===== src/design/nsr_pkg.sv =====
// ----------------------------------------------------------------------------
// nsr_pkg
// Shared widths, constants and codes of the Newton square root core.
// ----------------------------------------------------------------------------
package nsr_pkg;

  // Field widths.
  localparam int VAL_W     = 32;            // radicand
  localparam int TOL_W     = 24;            // relative tolerance, Q0.24
  localparam int ROOT_W    = 24;            // saturated root
  localparam int STAT_W    = 2;
  localparam int STEP_W    = 6;

  // Number format and iteration cap.
  localparam int FRAC_BITS = 16;
  localparam int MAX_STEPS = 32;

  // Internal datapath widths.
  localparam int GUESS_W   = 32;                  // guess, 0 .. 2^32-1 (0 only for a zero input)
  localparam int VF_W      = VAL_W + FRAC_BITS;   // value in Q.2F
  localparam int SQ_W      = 2 * GUESS_W;         // guess squared
  localparam int HALF_W    = GUESS_W / 2;         // multiplier B operand
  localparam int MUL_A_W   = GUESS_W;
  localparam int MUL_P_W   = MUL_A_W + HALF_W;
  localparam int TV_W      = VAL_W + TOL_W;       // tolerance times value
  localparam int TP_W      = TV_W + FRAC_BITS;    // tolerance times value in Q.2F
  localparam int TH_W      = TP_W - TOL_W;        // integer part of the bound

  localparam logic [TOL_W-1:0]  TOL_RESET = TOL_W'(1678);
  localparam logic [ROOT_W-1:0] ROOT_MAX  = '1;

  typedef enum logic [STAT_W-1:0] {
    ST_CONV = 2'd0,
    ST_ZERO = 2'd1,
    ST_CAP  = 2'd2
  } status_e;

  typedef enum logic [10:0] {
    S_IDLE = 11'b000_0000_0001,
    S_TOLA = 11'b000_0000_0010,
    S_TOLB = 11'b000_0000_0100,
    S_TOLC = 11'b000_0000_1000,
    S_SQA  = 11'b000_0001_0000,
    S_SQB  = 11'b000_0010_0000,
    S_SQC  = 11'b000_0100_0000,
    S_DIFF = 11'b000_1000_0000,
    S_CHK  = 11'b001_0000_0000,
    S_DIV  = 11'b010_0000_0000,
    S_FIN  = 11'b100_0000_0000
  } state_e;

  typedef struct packed {
    logic busy;
    logic done;
  } div_stat_t;

endpackage


===== src/design/newton_square_root_core.sv =====
// ----------------------------------------------------------------------------
// newton_square_root_core
// Square root of an unsigned Q16.16 value by Newton iteration, built on a
// shared multiplier and a bit-serial divider under a small sequencer.
// ----------------------------------------------------------------------------
//  Channel  Handshake                 Payload
//  in       in_valid_i / in_ready_o   value_in_i
//  out      out_valid_o / out_ready_i root_out_o, status_o, steps_used_o
//  cfg      cfg_valid_i / cfg_ready_o cfg_data_i (relative tolerance, Q0.24)
//
// A zero input skips the Newton steps and goes straight to the finish state.
// Any other input takes up to 32 Newton steps, and the bit-serial divider
// sets the cost of each step.
// One item is worked on at a time; in_ready_o is high only when idle.
// A finished result waits in the output register while the next item enters.
// Reset sets the tolerance to 1678 and empties the output register.
// ----------------------------------------------------------------------------
module newton_square_root_core import nsr_pkg::*; (
  input  logic              clk_i,
  input  logic              rst_ni,
  input  logic              in_valid_i,
  output logic              in_ready_o,
  input  logic [VAL_W-1:0]  value_in_i,
  output logic              out_valid_o,
  input  logic              out_ready_i,
  output logic [ROOT_W-1:0] root_out_o,
  output logic [STAT_W-1:0] status_o,
  output logic [STEP_W-1:0] steps_used_o,
  input  logic              cfg_valid_i,
  output logic              cfg_ready_o,
  input  logic [TOL_W-1:0]  cfg_data_i
);

  state_e              state_q, state_d;
  logic                out_valid_q, out_valid_d;
  logic [TOL_W-1:0]    tol_q;

  logic [VAL_W-1:0]    v_q, v_d;
  logic [GUESS_W-1:0]  g_q, g_d;
  logic [STEP_W-1:0]   steps_q, steps_d;
  status_e             stat_q, stat_d;
  logic [SQ_W-1:0]     acc_q, acc_d;
  logic [SQ_W-1:0]     diff_q, diff_d;
  logic [TH_W-1:0]     th_q, th_d;
  logic                remnz_q, remnz_d;
  logic [ROOT_W-1:0]   root_q, root_d;
  status_e             ostat_q, ostat_d;
  logic [STEP_W-1:0]   osteps_q, osteps_d;

  logic [MUL_A_W-1:0]  mul_a;
  logic [HALF_W-1:0]   mul_b;
  logic [MUL_P_W-1:0]  mul_p;
  logic [SQ_W-1:0]     acc_sum;
  logic [TP_W-1:0]     tol_prod;
  logic [SQ_W-1:0]     vf_ext;
  logic                close;
  logic                div_start;
  logic [VF_W-1:0]     quot;
  div_stat_t           div_stat;
  logic [VF_W:0]       nsum;
  logic [VF_W-1:0]     nxt;
  logic [GUESS_W-1:0]  g_init;

  nsr_mul u_mul (
    .clk_i (clk_i),
    .a_i   (mul_a),
    .b_i   (mul_b),
    .p_o   (mul_p)
  );

  nsr_div u_div (
    .clk_i      (clk_i),
    .rst_ni     (rst_ni),
    .start_i    (div_start),
    .dividend_i ({v_q, {FRAC_BITS{1'b0}}}),
    .divisor_i  (g_q),
    .quot_o     (quot),
    .stat_o     (div_stat)
  );

  assign cfg_ready_o = 1'b1;
  assign in_ready_o  = (state_q == S_IDLE);

  // Operand selection for the shared multiplier: two half products each for
  // tolerance times value and for the square of the guess.
  always_comb begin
    mul_a = g_q;
    mul_b = g_q[HALF_W-1:0];
    case (state_q)
      S_TOLA: begin
        mul_a = MUL_A_W'(tol_q);
        mul_b = v_q[HALF_W-1:0];
      end
      S_TOLB: begin
        mul_a = MUL_A_W'(tol_q);
        mul_b = v_q[VAL_W-1:HALF_W];
      end
      S_SQB: begin
        mul_b = g_q[GUESS_W-1:HALF_W];
      end
      default: begin
        mul_a = g_q;
      end
    endcase
  end

  always_comb begin
    acc_sum  = acc_q + (SQ_W'(mul_p) << HALF_W);
    tol_prod = {acc_sum[TV_W-1:0], {FRAC_BITS{1'b0}}};
    vf_ext   = SQ_W'({v_q, {FRAC_BITS{1'b0}}});
    // |g*g - vf| * 2^24 < tol * vf, using the integer and fraction parts of
    // the bound.
    close    = (diff_q < SQ_W'(th_q)) || ((diff_q == SQ_W'(th_q)) && remnz_q);
    nsum     = {1'b0, VF_W'(g_q)} + {1'b0, quot};
    nxt      = nsum[VF_W:1];
    g_init   = {1'b0, value_in_i[VAL_W-1:1]};
    if (g_init == '0) begin
      g_init = GUESS_W'(1);
    end
    div_start = (state_q == S_CHK) && !close && (steps_q < STEP_W'(MAX_STEPS));
  end

  always_comb begin
    state_d     = state_q;
    out_valid_d = out_valid_q;
    v_d         = v_q;
    g_d         = g_q;
    steps_d     = steps_q;
    stat_d      = stat_q;
    acc_d       = acc_q;
    diff_d      = diff_q;
    th_d        = th_q;
    remnz_d     = remnz_q;
    root_d      = root_q;
    ostat_d     = ostat_q;
    osteps_d    = osteps_q;

    if (out_valid_q && out_ready_i) begin
      out_valid_d = 1'b0;
    end

    case (state_q)
      S_IDLE: begin
        if (in_valid_i) begin
          v_d     = value_in_i;
          steps_d = '0;
          if (value_in_i == '0) begin
            g_d     = '0;
            stat_d  = ST_ZERO;
            state_d = S_FIN;
          end else begin
            g_d     = g_init;
            stat_d  = ST_CONV;
            state_d = S_TOLA;
          end
        end
      end
      S_TOLA: begin
        state_d = S_TOLB;
      end
      S_TOLB: begin
        acc_d   = SQ_W'(mul_p);
        state_d = S_TOLC;
      end
      S_TOLC: begin
        th_d    = tol_prod[TP_W-1 -: TH_W];
        remnz_d = |tol_prod[TOL_W-1:0];
        state_d = S_SQA;
      end
      S_SQA: begin
        state_d = S_SQB;
      end
      S_SQB: begin
        acc_d   = SQ_W'(mul_p);
        state_d = S_SQC;
      end
      S_SQC: begin
        acc_d   = acc_sum;
        state_d = S_DIFF;
      end
      S_DIFF: begin
        diff_d  = (acc_q >= vf_ext) ? (acc_q - vf_ext) : (vf_ext - acc_q);
        state_d = S_CHK;
      end
      S_CHK: begin
        if (close) begin
          stat_d  = ST_CONV;
          state_d = S_FIN;
        end else if (!div_start) begin
          stat_d  = ST_CAP;
          state_d = S_FIN;
        end else begin
          state_d = S_DIV;
        end
      end
      S_DIV: begin
        if (div_stat.done) begin
          // Next guess is clamped into the 32-bit guess range.
          if (|nxt[VF_W-1:GUESS_W]) begin
            g_d = '1;
          end else if (nxt == '0) begin
            g_d = GUESS_W'(1);
          end else begin
            g_d = nxt[GUESS_W-1:0];
          end
          steps_d = steps_q + STEP_W'(1);
          state_d = S_SQA;
        end
      end
      S_FIN: begin
        if (!out_valid_q || out_ready_i) begin
          root_d      = (g_q > GUESS_W'(ROOT_MAX)) ? ROOT_MAX : g_q[ROOT_W-1:0];
          ostat_d     = stat_q;
          osteps_d    = steps_q;
          out_valid_d = 1'b1;
          state_d     = S_IDLE;
        end
      end
      default: begin
        state_d = S_IDLE;
      end
    endcase
  end

  always_ff @(posedge clk_i or negedge rst_ni) begin
    if (!rst_ni) begin
      state_q     <= S_IDLE;
      out_valid_q <= 1'b0;
      tol_q       <= TOL_RESET;
    end else begin
      state_q     <= state_d;
      out_valid_q <= out_valid_d;
      if (cfg_valid_i && cfg_ready_o) begin
        tol_q <= cfg_data_i;
      end
    end
  end

  always_ff @(posedge clk_i) begin
    v_q      <= v_d;
    g_q      <= g_d;
    steps_q  <= steps_d;
    stat_q   <= stat_d;
    acc_q    <= acc_d;
    diff_q   <= diff_d;
    th_q     <= th_d;
    remnz_q  <= remnz_d;
    root_q   <= root_d;
    ostat_q  <= ostat_d;
    osteps_q <= osteps_d;
  end

  assign out_valid_o  = out_valid_q;
  assign root_out_o   = root_q;
  assign status_o     = ostat_q;
  assign steps_used_o = osteps_q;

endmodule


===== src/design/nsr_mul.sv =====
// ----------------------------------------------------------------------------
// nsr_mul
// Shared 32 x 16 unsigned multiplier with a registered product.
// ----------------------------------------------------------------------------
module nsr_mul import nsr_pkg::*; (
  input  logic               clk_i,
  input  logic [MUL_A_W-1:0] a_i,
  input  logic [HALF_W-1:0]  b_i,
  output logic [MUL_P_W-1:0] p_o
);

  logic [MUL_P_W-1:0] p_q;

  always_ff @(posedge clk_i) begin
    p_q <= MUL_P_W'(a_i) * MUL_P_W'(b_i);
  end

  assign p_o = p_q;

endmodule


===== src/design/nsr_div.sv =====
// ----------------------------------------------------------------------------
// nsr_div
// Restoring divider, one quotient bit per cycle (48-bit by 32-bit).
// ----------------------------------------------------------------------------
module nsr_div import nsr_pkg::*; (
  input  logic               clk_i,
  input  logic               rst_ni,
  input  logic               start_i,
  input  logic [VF_W-1:0]    dividend_i,
  input  logic [GUESS_W-1:0] divisor_i,
  output logic [VF_W-1:0]    quot_o,
  output div_stat_t          stat_o
);

  localparam int CNT_W = $clog2(VF_W);
  localparam logic [CNT_W-1:0] CNT_LAST = CNT_W'(VF_W - 1);

  logic               busy_q, done_q;
  logic [CNT_W-1:0]   cnt_q;
  logic [GUESS_W-1:0] rem_q;
  logic [VF_W-1:0]    dvd_q;

  logic [GUESS_W:0]   rem_sh;
  logic [GUESS_W+1:0] trial;
  logic               qbit;
  logic [GUESS_W-1:0] rem_next;

  // The dividend shifts out at the top while quotient bits shift in below.
  always_comb begin
    rem_sh   = {rem_q, dvd_q[VF_W-1]};
    trial    = {1'b0, rem_sh} - {2'b00, divisor_i};
    qbit     = ~trial[GUESS_W+1];
    rem_next = qbit ? trial[GUESS_W-1:0] : rem_sh[GUESS_W-1:0];
  end

  always_ff @(posedge clk_i or negedge rst_ni) begin
    if (!rst_ni) begin
      busy_q <= 1'b0;
      done_q <= 1'b0;
      cnt_q  <= '0;
    end else begin
      done_q <= 1'b0;
      if (start_i) begin
        busy_q <= 1'b1;
        cnt_q  <= '0;
      end else if (busy_q) begin
        cnt_q <= cnt_q + CNT_W'(1);
        if (cnt_q == CNT_LAST) begin
          busy_q <= 1'b0;
          done_q <= 1'b1;
        end
      end
    end
  end

  always_ff @(posedge clk_i) begin
    if (start_i) begin
      rem_q <= '0;
      dvd_q <= dividend_i;
    end else if (busy_q) begin
      rem_q <= rem_next;
      dvd_q <= {dvd_q[VF_W-2:0], qbit};
    end
  end

  assign quot_o      = dvd_q;
  assign stat_o.busy = busy_q;
  assign stat_o.done = done_q;

endmodule


===== config.mk =====
export PLATFORM = sky130hd
export DESIGN_NAME = newton_square_root_core
export DESIGN_NICKNAME = d
export VERILOG_FILES = /design/src/design/nsr_pkg.sv /design/src/design/newton_square_root_core.sv /design/src/design/nsr_mul.sv /design/src/design/nsr_div.sv
export SDC_FILE = /design/constraint.sdc
export NUM_CORES = 2
export LEC_CHECK = 0
export BUFFER_PORTS_ARGS = -buffer_cell sky130_fd_sc_hd__buf_4
export CAP_MARGIN = 20
export CORE_MARGIN = 2
export CORE_UTILIZATION = 55
export CTS_CLUSTER_DIAMETER = 150
export DETAILED_ROUTE_END_ITERATION = 16
export PLACE_DENSITY = 0.78
export SLEW_MARGIN = 20
export SYNTH_ARGS = -nofsm -noshare
export SYNTH_HDL_FRONTEND = slang
export SYNTH_SLANG_ARGS = --single-unit

===== constraint.sdc =====
create_clock -name clk_i -period 9.3 [get_ports clk_i]
set_clock_uncertainty 0.1 [all_clocks]
set_input_delay 0.465 -clock clk_i [delete_from_list [all_inputs] [get_ports clk_i]]
set_output_delay 0.465 -clock clk_i [all_outputs]
set_load 0.01 [all_outputs]

; After elaboration in Yosys (flattened, before gate mapping)
; Index checks and enable logic that the tools add are counted.
[classes]
addsub = 7
n_mul = 1
n_lt_le_gt_ge = 4
eq_ne = 17
mux = 40
bitwise = 1
reduce_logical = 24
[ops]
columns = op, n
row1 = $mux W32, 7
row2 = $pmux W64 S2, 1
row3 = $pmux W11 S11, 1
row4 = $mux W48, 2
row5 = $mux W11, 6
row6 = $add A64 B64 Y64, 1
row7 = $eq A64 B48 Y1, 1
row8 = $ge A64 B48 Y1, 1
row9 = $lt A64 B48 Y1, 1
row10 = $mux W64, 1
row11 = $pmux W32 S2, 1
row12 = $sub A48 B64 Y64, 1
row13 = $sub A64 B48 Y64, 1
row14 = $add A32 B48 Y49, 1
row15 = $logic_not A48 Y1, 1
row16 = $mul A32 B16 Y48, 1
row17 = $pmux W16 S3, 1
row18 = $sub A33 B32 Y34, 1
row19 = $gt A32 B24 Y1 const B, 1
row20 = $logic_not A32 Y1, 1
row21 = $logic_not A31 Y1, 1
row22 = $mux W31, 1
row23 = $mux W6, 4
row24 = $reduce_or A16 Y1, 1
row25 = other kinds (30), 55
[word_totals]
ff_bits = 453
in_bits = 61
elab_cells = 115

; Depth between registers and ports, before layout
[logic_depth]
word_depth = 9
depth_mapped = 39

; Modules after synthesis
; Synthesis repeated with hierarchy kept, for this count alone.
[unflattened]
hier_cells = 4989
area_unflattened_um2 = 46001.6
[modules_own_cells]
columns = mod, n_inst, cells_each, area_each_um2, seq_area_each_um2
row1 = newton_square_root_core, 1, 2448, 23025.8, 9347.7
row2 = nsr_mul, 1, 1922, 17160.2, 960.9
row3 = nsr_div, 1, 619, 5815.6, 2282.2

; Worst setup path before layout
; No wires, ideal clock.
[synth_timing]
path_kind = register to register
from = register state_q[6]
to = register u_mul.p_q[45] (netlist: u_mul.p_o[45])
setup_time_ps = 72
t_arrival_ps = 8643
slack_ps = 484
stages_incl_launch_ff = 34
period_less_slack_ps = 8816
cell_sequence = dfrtp_1 > nor2_1 > nand2_1 > or4_1 > or3_1 > or3b_1 > clkbuf_1 > inv_2 > nor2_1 > a221oi_2 > clkbuf_1 > nor2_1 > fa_1 > inv_1 > fa_1 > fa_1 > inv_1 > fa_1 > fa_1 > inv_1 > fa_1 > inv_1 > ha_1 > a21o_1 > a21oi_1 > a21boi_0 > o21a_1 > and3_1 > a211o_1 > a211oi_2 > o21bai_1 > a21o_1 > a311oi_1 > xnor2_1
[synth_between]
elab_chain_cells = 4
[synth_rtl]
columns = item, line
row1 = from (decl), newton_square_root_core.sv:34  ; state_e state_q, state_d;
row2 = from (signal assigned), newton_square_root_core.sv:231  ; state_q <= state_d;
row3 = $eq A11 B3 Y1 or $eq A11 B2 Y1 (tied branches), newton_square_root_core.sv:89  ; case (state_q)
row4 = $reduce_or A2 Y1 (no line), -
row5 = $mux W32, newton_square_root_core.sv:89
row6 = $mul A32 B16 Y48 *, nsr_mul.sv:15  ; p_q <= MUL_P_W'(a_i) * MUL_P_W'(b_i);
row7 = to (signal assigned), nsr_mul.sv:15
row8 = to (decl), nsr_mul.sv:12  ; logic [MUL_P_W-1:0] p_q;
; Mark *: on every way between the ends. The rest lies on a longest branch, timed or not.
; A chain may end at the register's enable or synchronous reset.

; Final worst setup path
[layout_timing]
from = register state_q[6]
to = register u_mul.p_q[46] (netlist: u_mul.p_o[46])
; Same word-level chain as after synthesis.

==> impl.org <==
** Status
- The flow ran to the end, and the final reports show no timing, DRC or antenna violations.

** Floorplan
- Die footprint :: 83400 um2
- Once the floorplan was initialized, standard cells occupied 55.5% of the core.
- I/O Pins :: 96
- Die Width :: 289 um
- The core region is 80400 um2.
- Cell row count :: 104
- The die is 289 um tall.

** Global route
- Global-route total usage across every layer :: 35.0%
- Entering global routing, the biggest net connects 86 pins.
- The total overflow left after global routing is 0.
- Initial antenna violation count :: 4
- Global-route wire length before repair :: 221 mm
- Number of global-route vias before repair :: 37200

** Logic synthesis
- Averaged over all synthesized cells, the footprint is 8.99 um2.
- Post-synth top area cell :: edfxtp_1
- Register bit total from synthesis :: 453
- Primary flip-flop cell chosen by synthesis mapping :: edfxtp_1
- Leading cell types by total area after synthesis :: edfxtp_1 (21%), fa_1 (19%), ha_1 (9.6%)
- Counting flops with a built-in enable in the synthesized netlist gives 313.
- Share of the synthesized area in compound gates (AO/OA/AOI/OAI) :: 14.8%
- Most used standard cells in the synthesized netlist :: nand2_1 (671), inv_1 (657), nor2_1 (498)
- Unique cell type count in the Yosys netlist :: 101
- Yosys synthesis warning count :: 0
- After synthesis, the largest family of logic cells by area is adder cells.
- Mux share of post-synthesis cell area :: 1.51%
- Synth Area in Adders :: 28.6%
- The number of nets in the synthesized netlist is 5789.
- In the synthesized netlist, the number of instances is 4962.
- Simple-gate share of the synthesized area :: 15.9%
- Xor/xnor share of the synthesized area :: 4.10%
- The synthesized netlist occupies a cell area of 44600 um2.
- Summing the sequential cell areas from Yosys gives 27.9% of the chip area.
- After synthesis, the share of flip-flops with an asynchronous set or reset is 9.71%.
- Most repeated cell in the gate-level netlist after synthesis :: nand2_1
- Area share of the largest cell type after synthesis :: 21.1%

** Critical path
- R2R setup slack :: 0.35 ns
- CP required :: 9.67 ns
- The cell family contributing the most delay on the critical path is adder cells.
- Reg-to-reg critical path startpoint :: state_q[6]
- Library cell contributing the largest single delay on the critical path :: fa_1
- End of the worst register-to-register path :: u_mul.p_o[46]
- Total buffers and inverters traversed by the critical path :: 8
- The worst setup path is launched from a register.
- Among the stages of the critical path, the cell type that occurs most often is fa_1.
- Type of the worst setup path :: register to register
- The worst setup path is captured at a register.
- Data on the critical path arrives at its endpoint at 9.32 ns.
- Depth of the most critical reg-to-reg path :: 35
- In this design, the stage delay of the slowest critical-path cell is 0.56 ns.
- Max FO, Critical Path :: 24

** Detailed routing
- Total number of vias :: 38000
- The detailed router used layers up to and including met5.
- Summed over all nets, wire length on met3 after detailed routing comes to 13.2 mm.
- The detailed router finished its first iteration with 4008 violations.
- The first detailed-routing pass took 6 iterations.
- Met2 wire len :: 65.6 mm
- Dividing the detail-routed wire length by the instance count gives 23.5 um.
- Using the TritonRoute via totals, the vias-per-cell ratio works out to 6.07.
- For this run, design rule violations remaining after detail routing come to 0.
- After detailed routing, the wire length on met1 is 59.5 mm.
- The final layout contains routed wiring with a total length of 147 mm.
- Number of antenna-violating nets in the routed design :: 0

** Final layout
- Share of the core filled with cells :: 62.2%
- Number of nets in the finished design :: 5979
- Summing all multi-input logic gate instances after layout gives 29300 um2.
- In the final layout, flip-flops and latches occupy 12400 um2.
- Share of post-route cells with drive strength above 1 :: 9.45%
- Layout overhead on the synthesized area :: 12.1%
- Filler Cells Inserted :: 6809

** STA
- Max frequency :: 112 MHz
- Setup violations remaining at the end of the flow were counted as 0.
- Final period utilization :: 96.2%
- The final count of hold timing violations was 0.
- Setup repair after global routing could not meet its margin everywhere.
- Total count of max-transition violations in the final report :: 0
- Actual slew at the worst max-slew pin :: 1.19 ns
- Clock period minus worst slack :: 8.95 ns
- In this run the tightest slew margin relative to its limit is 19.8%.

** Worst hold path
- Class of the worst hold path :: primary input to register
- Cell count of the worst hold path :: 3
- The path with the worst hold slack has its endpoint at out_valid_o.
- Worst hold path startpoint :: out_ready_i

** Clocking
- Clock-pin slew was measured on the worst setup and hold paths at 0.07 ns.
- TritonCTS built the clock tree.
- The clock drives 453 sinks.
- Counting along the longest clock path gives a buffer depth of 3.
- Insertion delay of the later-clocked pin in the worst-skew pair :: 0.65 ns
- Root cell of the clock tree :: clkbuf_16
- Num CTS Buffers :: 50
- Number of H-tree levels :: 2

** Placed design
- Port buffering added 94 buffers.
- Once detailed placement completed, the half-perimeter wirelength came to 119 mm.
- At the end of routability-driven placement, the weighted congestion stood at 1.02.

** Run
- Maximum Capacitance Violations :: 0
per-stage QoR:
step                      setup TNS (ns)  instance area, um2  setup slack, ns  hold WS (ns)  cells
after floorplan                        0               44600            0.484        0.0694   4962
after global placement                 0               47200            0.242         0.309   6075
after detailed placement               0               47200           0.0477         0.310   6075
after CTS                              0               49400          0.00777         0.128   6227
after global routing              -0.120               50000          -0.0727         0.147   6254
final                                  0               50000            0.355         0.146   6255
sequential cells by signal, summed over array words and instances, names as in the netlist, 6 cells and up:
signal / cells
tol_q: 24
u_mul.p_o: 48
g_q: 32
state_q: 11
steps_used_o: 6
u_div.quot_o: 48
diff_q: 64
u_div.rem_q: 32
steps_q: 6
root_out_o: 24
u_div.cnt_q: 6
v_q: 32
th_q: 48
acc_q: 64
how the worst max path moves through the flow:
stage	startpoint	endpoint	slack, ns	cells past startpoint
after global routing	state_q[9]	u_mul.p_o[46]	-0.07	33
after detailed placement	state_q[6]	u_mul.p_o[45]	0.05	34
after global placement	state_q[6]	u_mul.p_o[45]	0.24	32
after CTS	state_q[6]	u_mul.p_o[45]	0.008	32
after floorplan	state_q[6]	u_mul.p_o[45]	0.48	33
final	state_q[6]	u_mul.p_o[46]	0.35	35
cell usage in the layout (no fill, tap or decap), drive strengths merged, types with 96 or more instances in the layout:
cell type	Yosys	layout
xnor2	139	139
inv	659	662
a21o	122	122
nand2	672	672
nor2	499	499
edfxtp	313	313
buf	37	266
dfxtp	96	96
o21ai	231	231
fa	422	422
a21oi	273	273
ha	344	344
worst min-delay path: stages:
cell      delay, ns
buf_4          0.07
nand2b_1       0.21
nand2_1        0.09
metal layers:
metal	track usage [%]	vias to the layer above
met5	0	-
li1	-	17100
met4	18.1	4
met3	5.22	373
met1	48.1	18600
met2	54.1	1918
cell type report:
cell class	count	share of cell area (%)
diodes	1	0.00501
clock buffers	59	2.65
clock inverters	35	0.696
inverters	659	4.95
multi-input cells	3662	58.6
flip-flops and latches	453	24.9
well taps	1060	2.65
repair buffers	326	5.56
logic make-up (layout without fill, tap and decap cells):
logic type               after synthesis  after routing
AND/OR/NAND/NOR                     1601           1601
AO/OA/AOI/OAI                       1022           1022
buffers and inverters                847           1079
adder cells (fa/ha/maj)              766            766
flip-flops                           453            453
XOR/XNOR                             209            209
multiplexers                          63             63
other                                  1              2
timing repair:
item | in CTS | in global routing
resized for setup | 1 | 53
hold buffers | 58 | 0
pin swaps | 0 | 12
buffers inserted | 0 | 24
endpoints found under the hold margin | 94 | 0
gates cloned | 0 | 2
endpoints found under the setup margin | 1 | 14
Power is not shown: default switching activity piles up to over one toggle a cycle in this logic, so the estimate is an artifact.
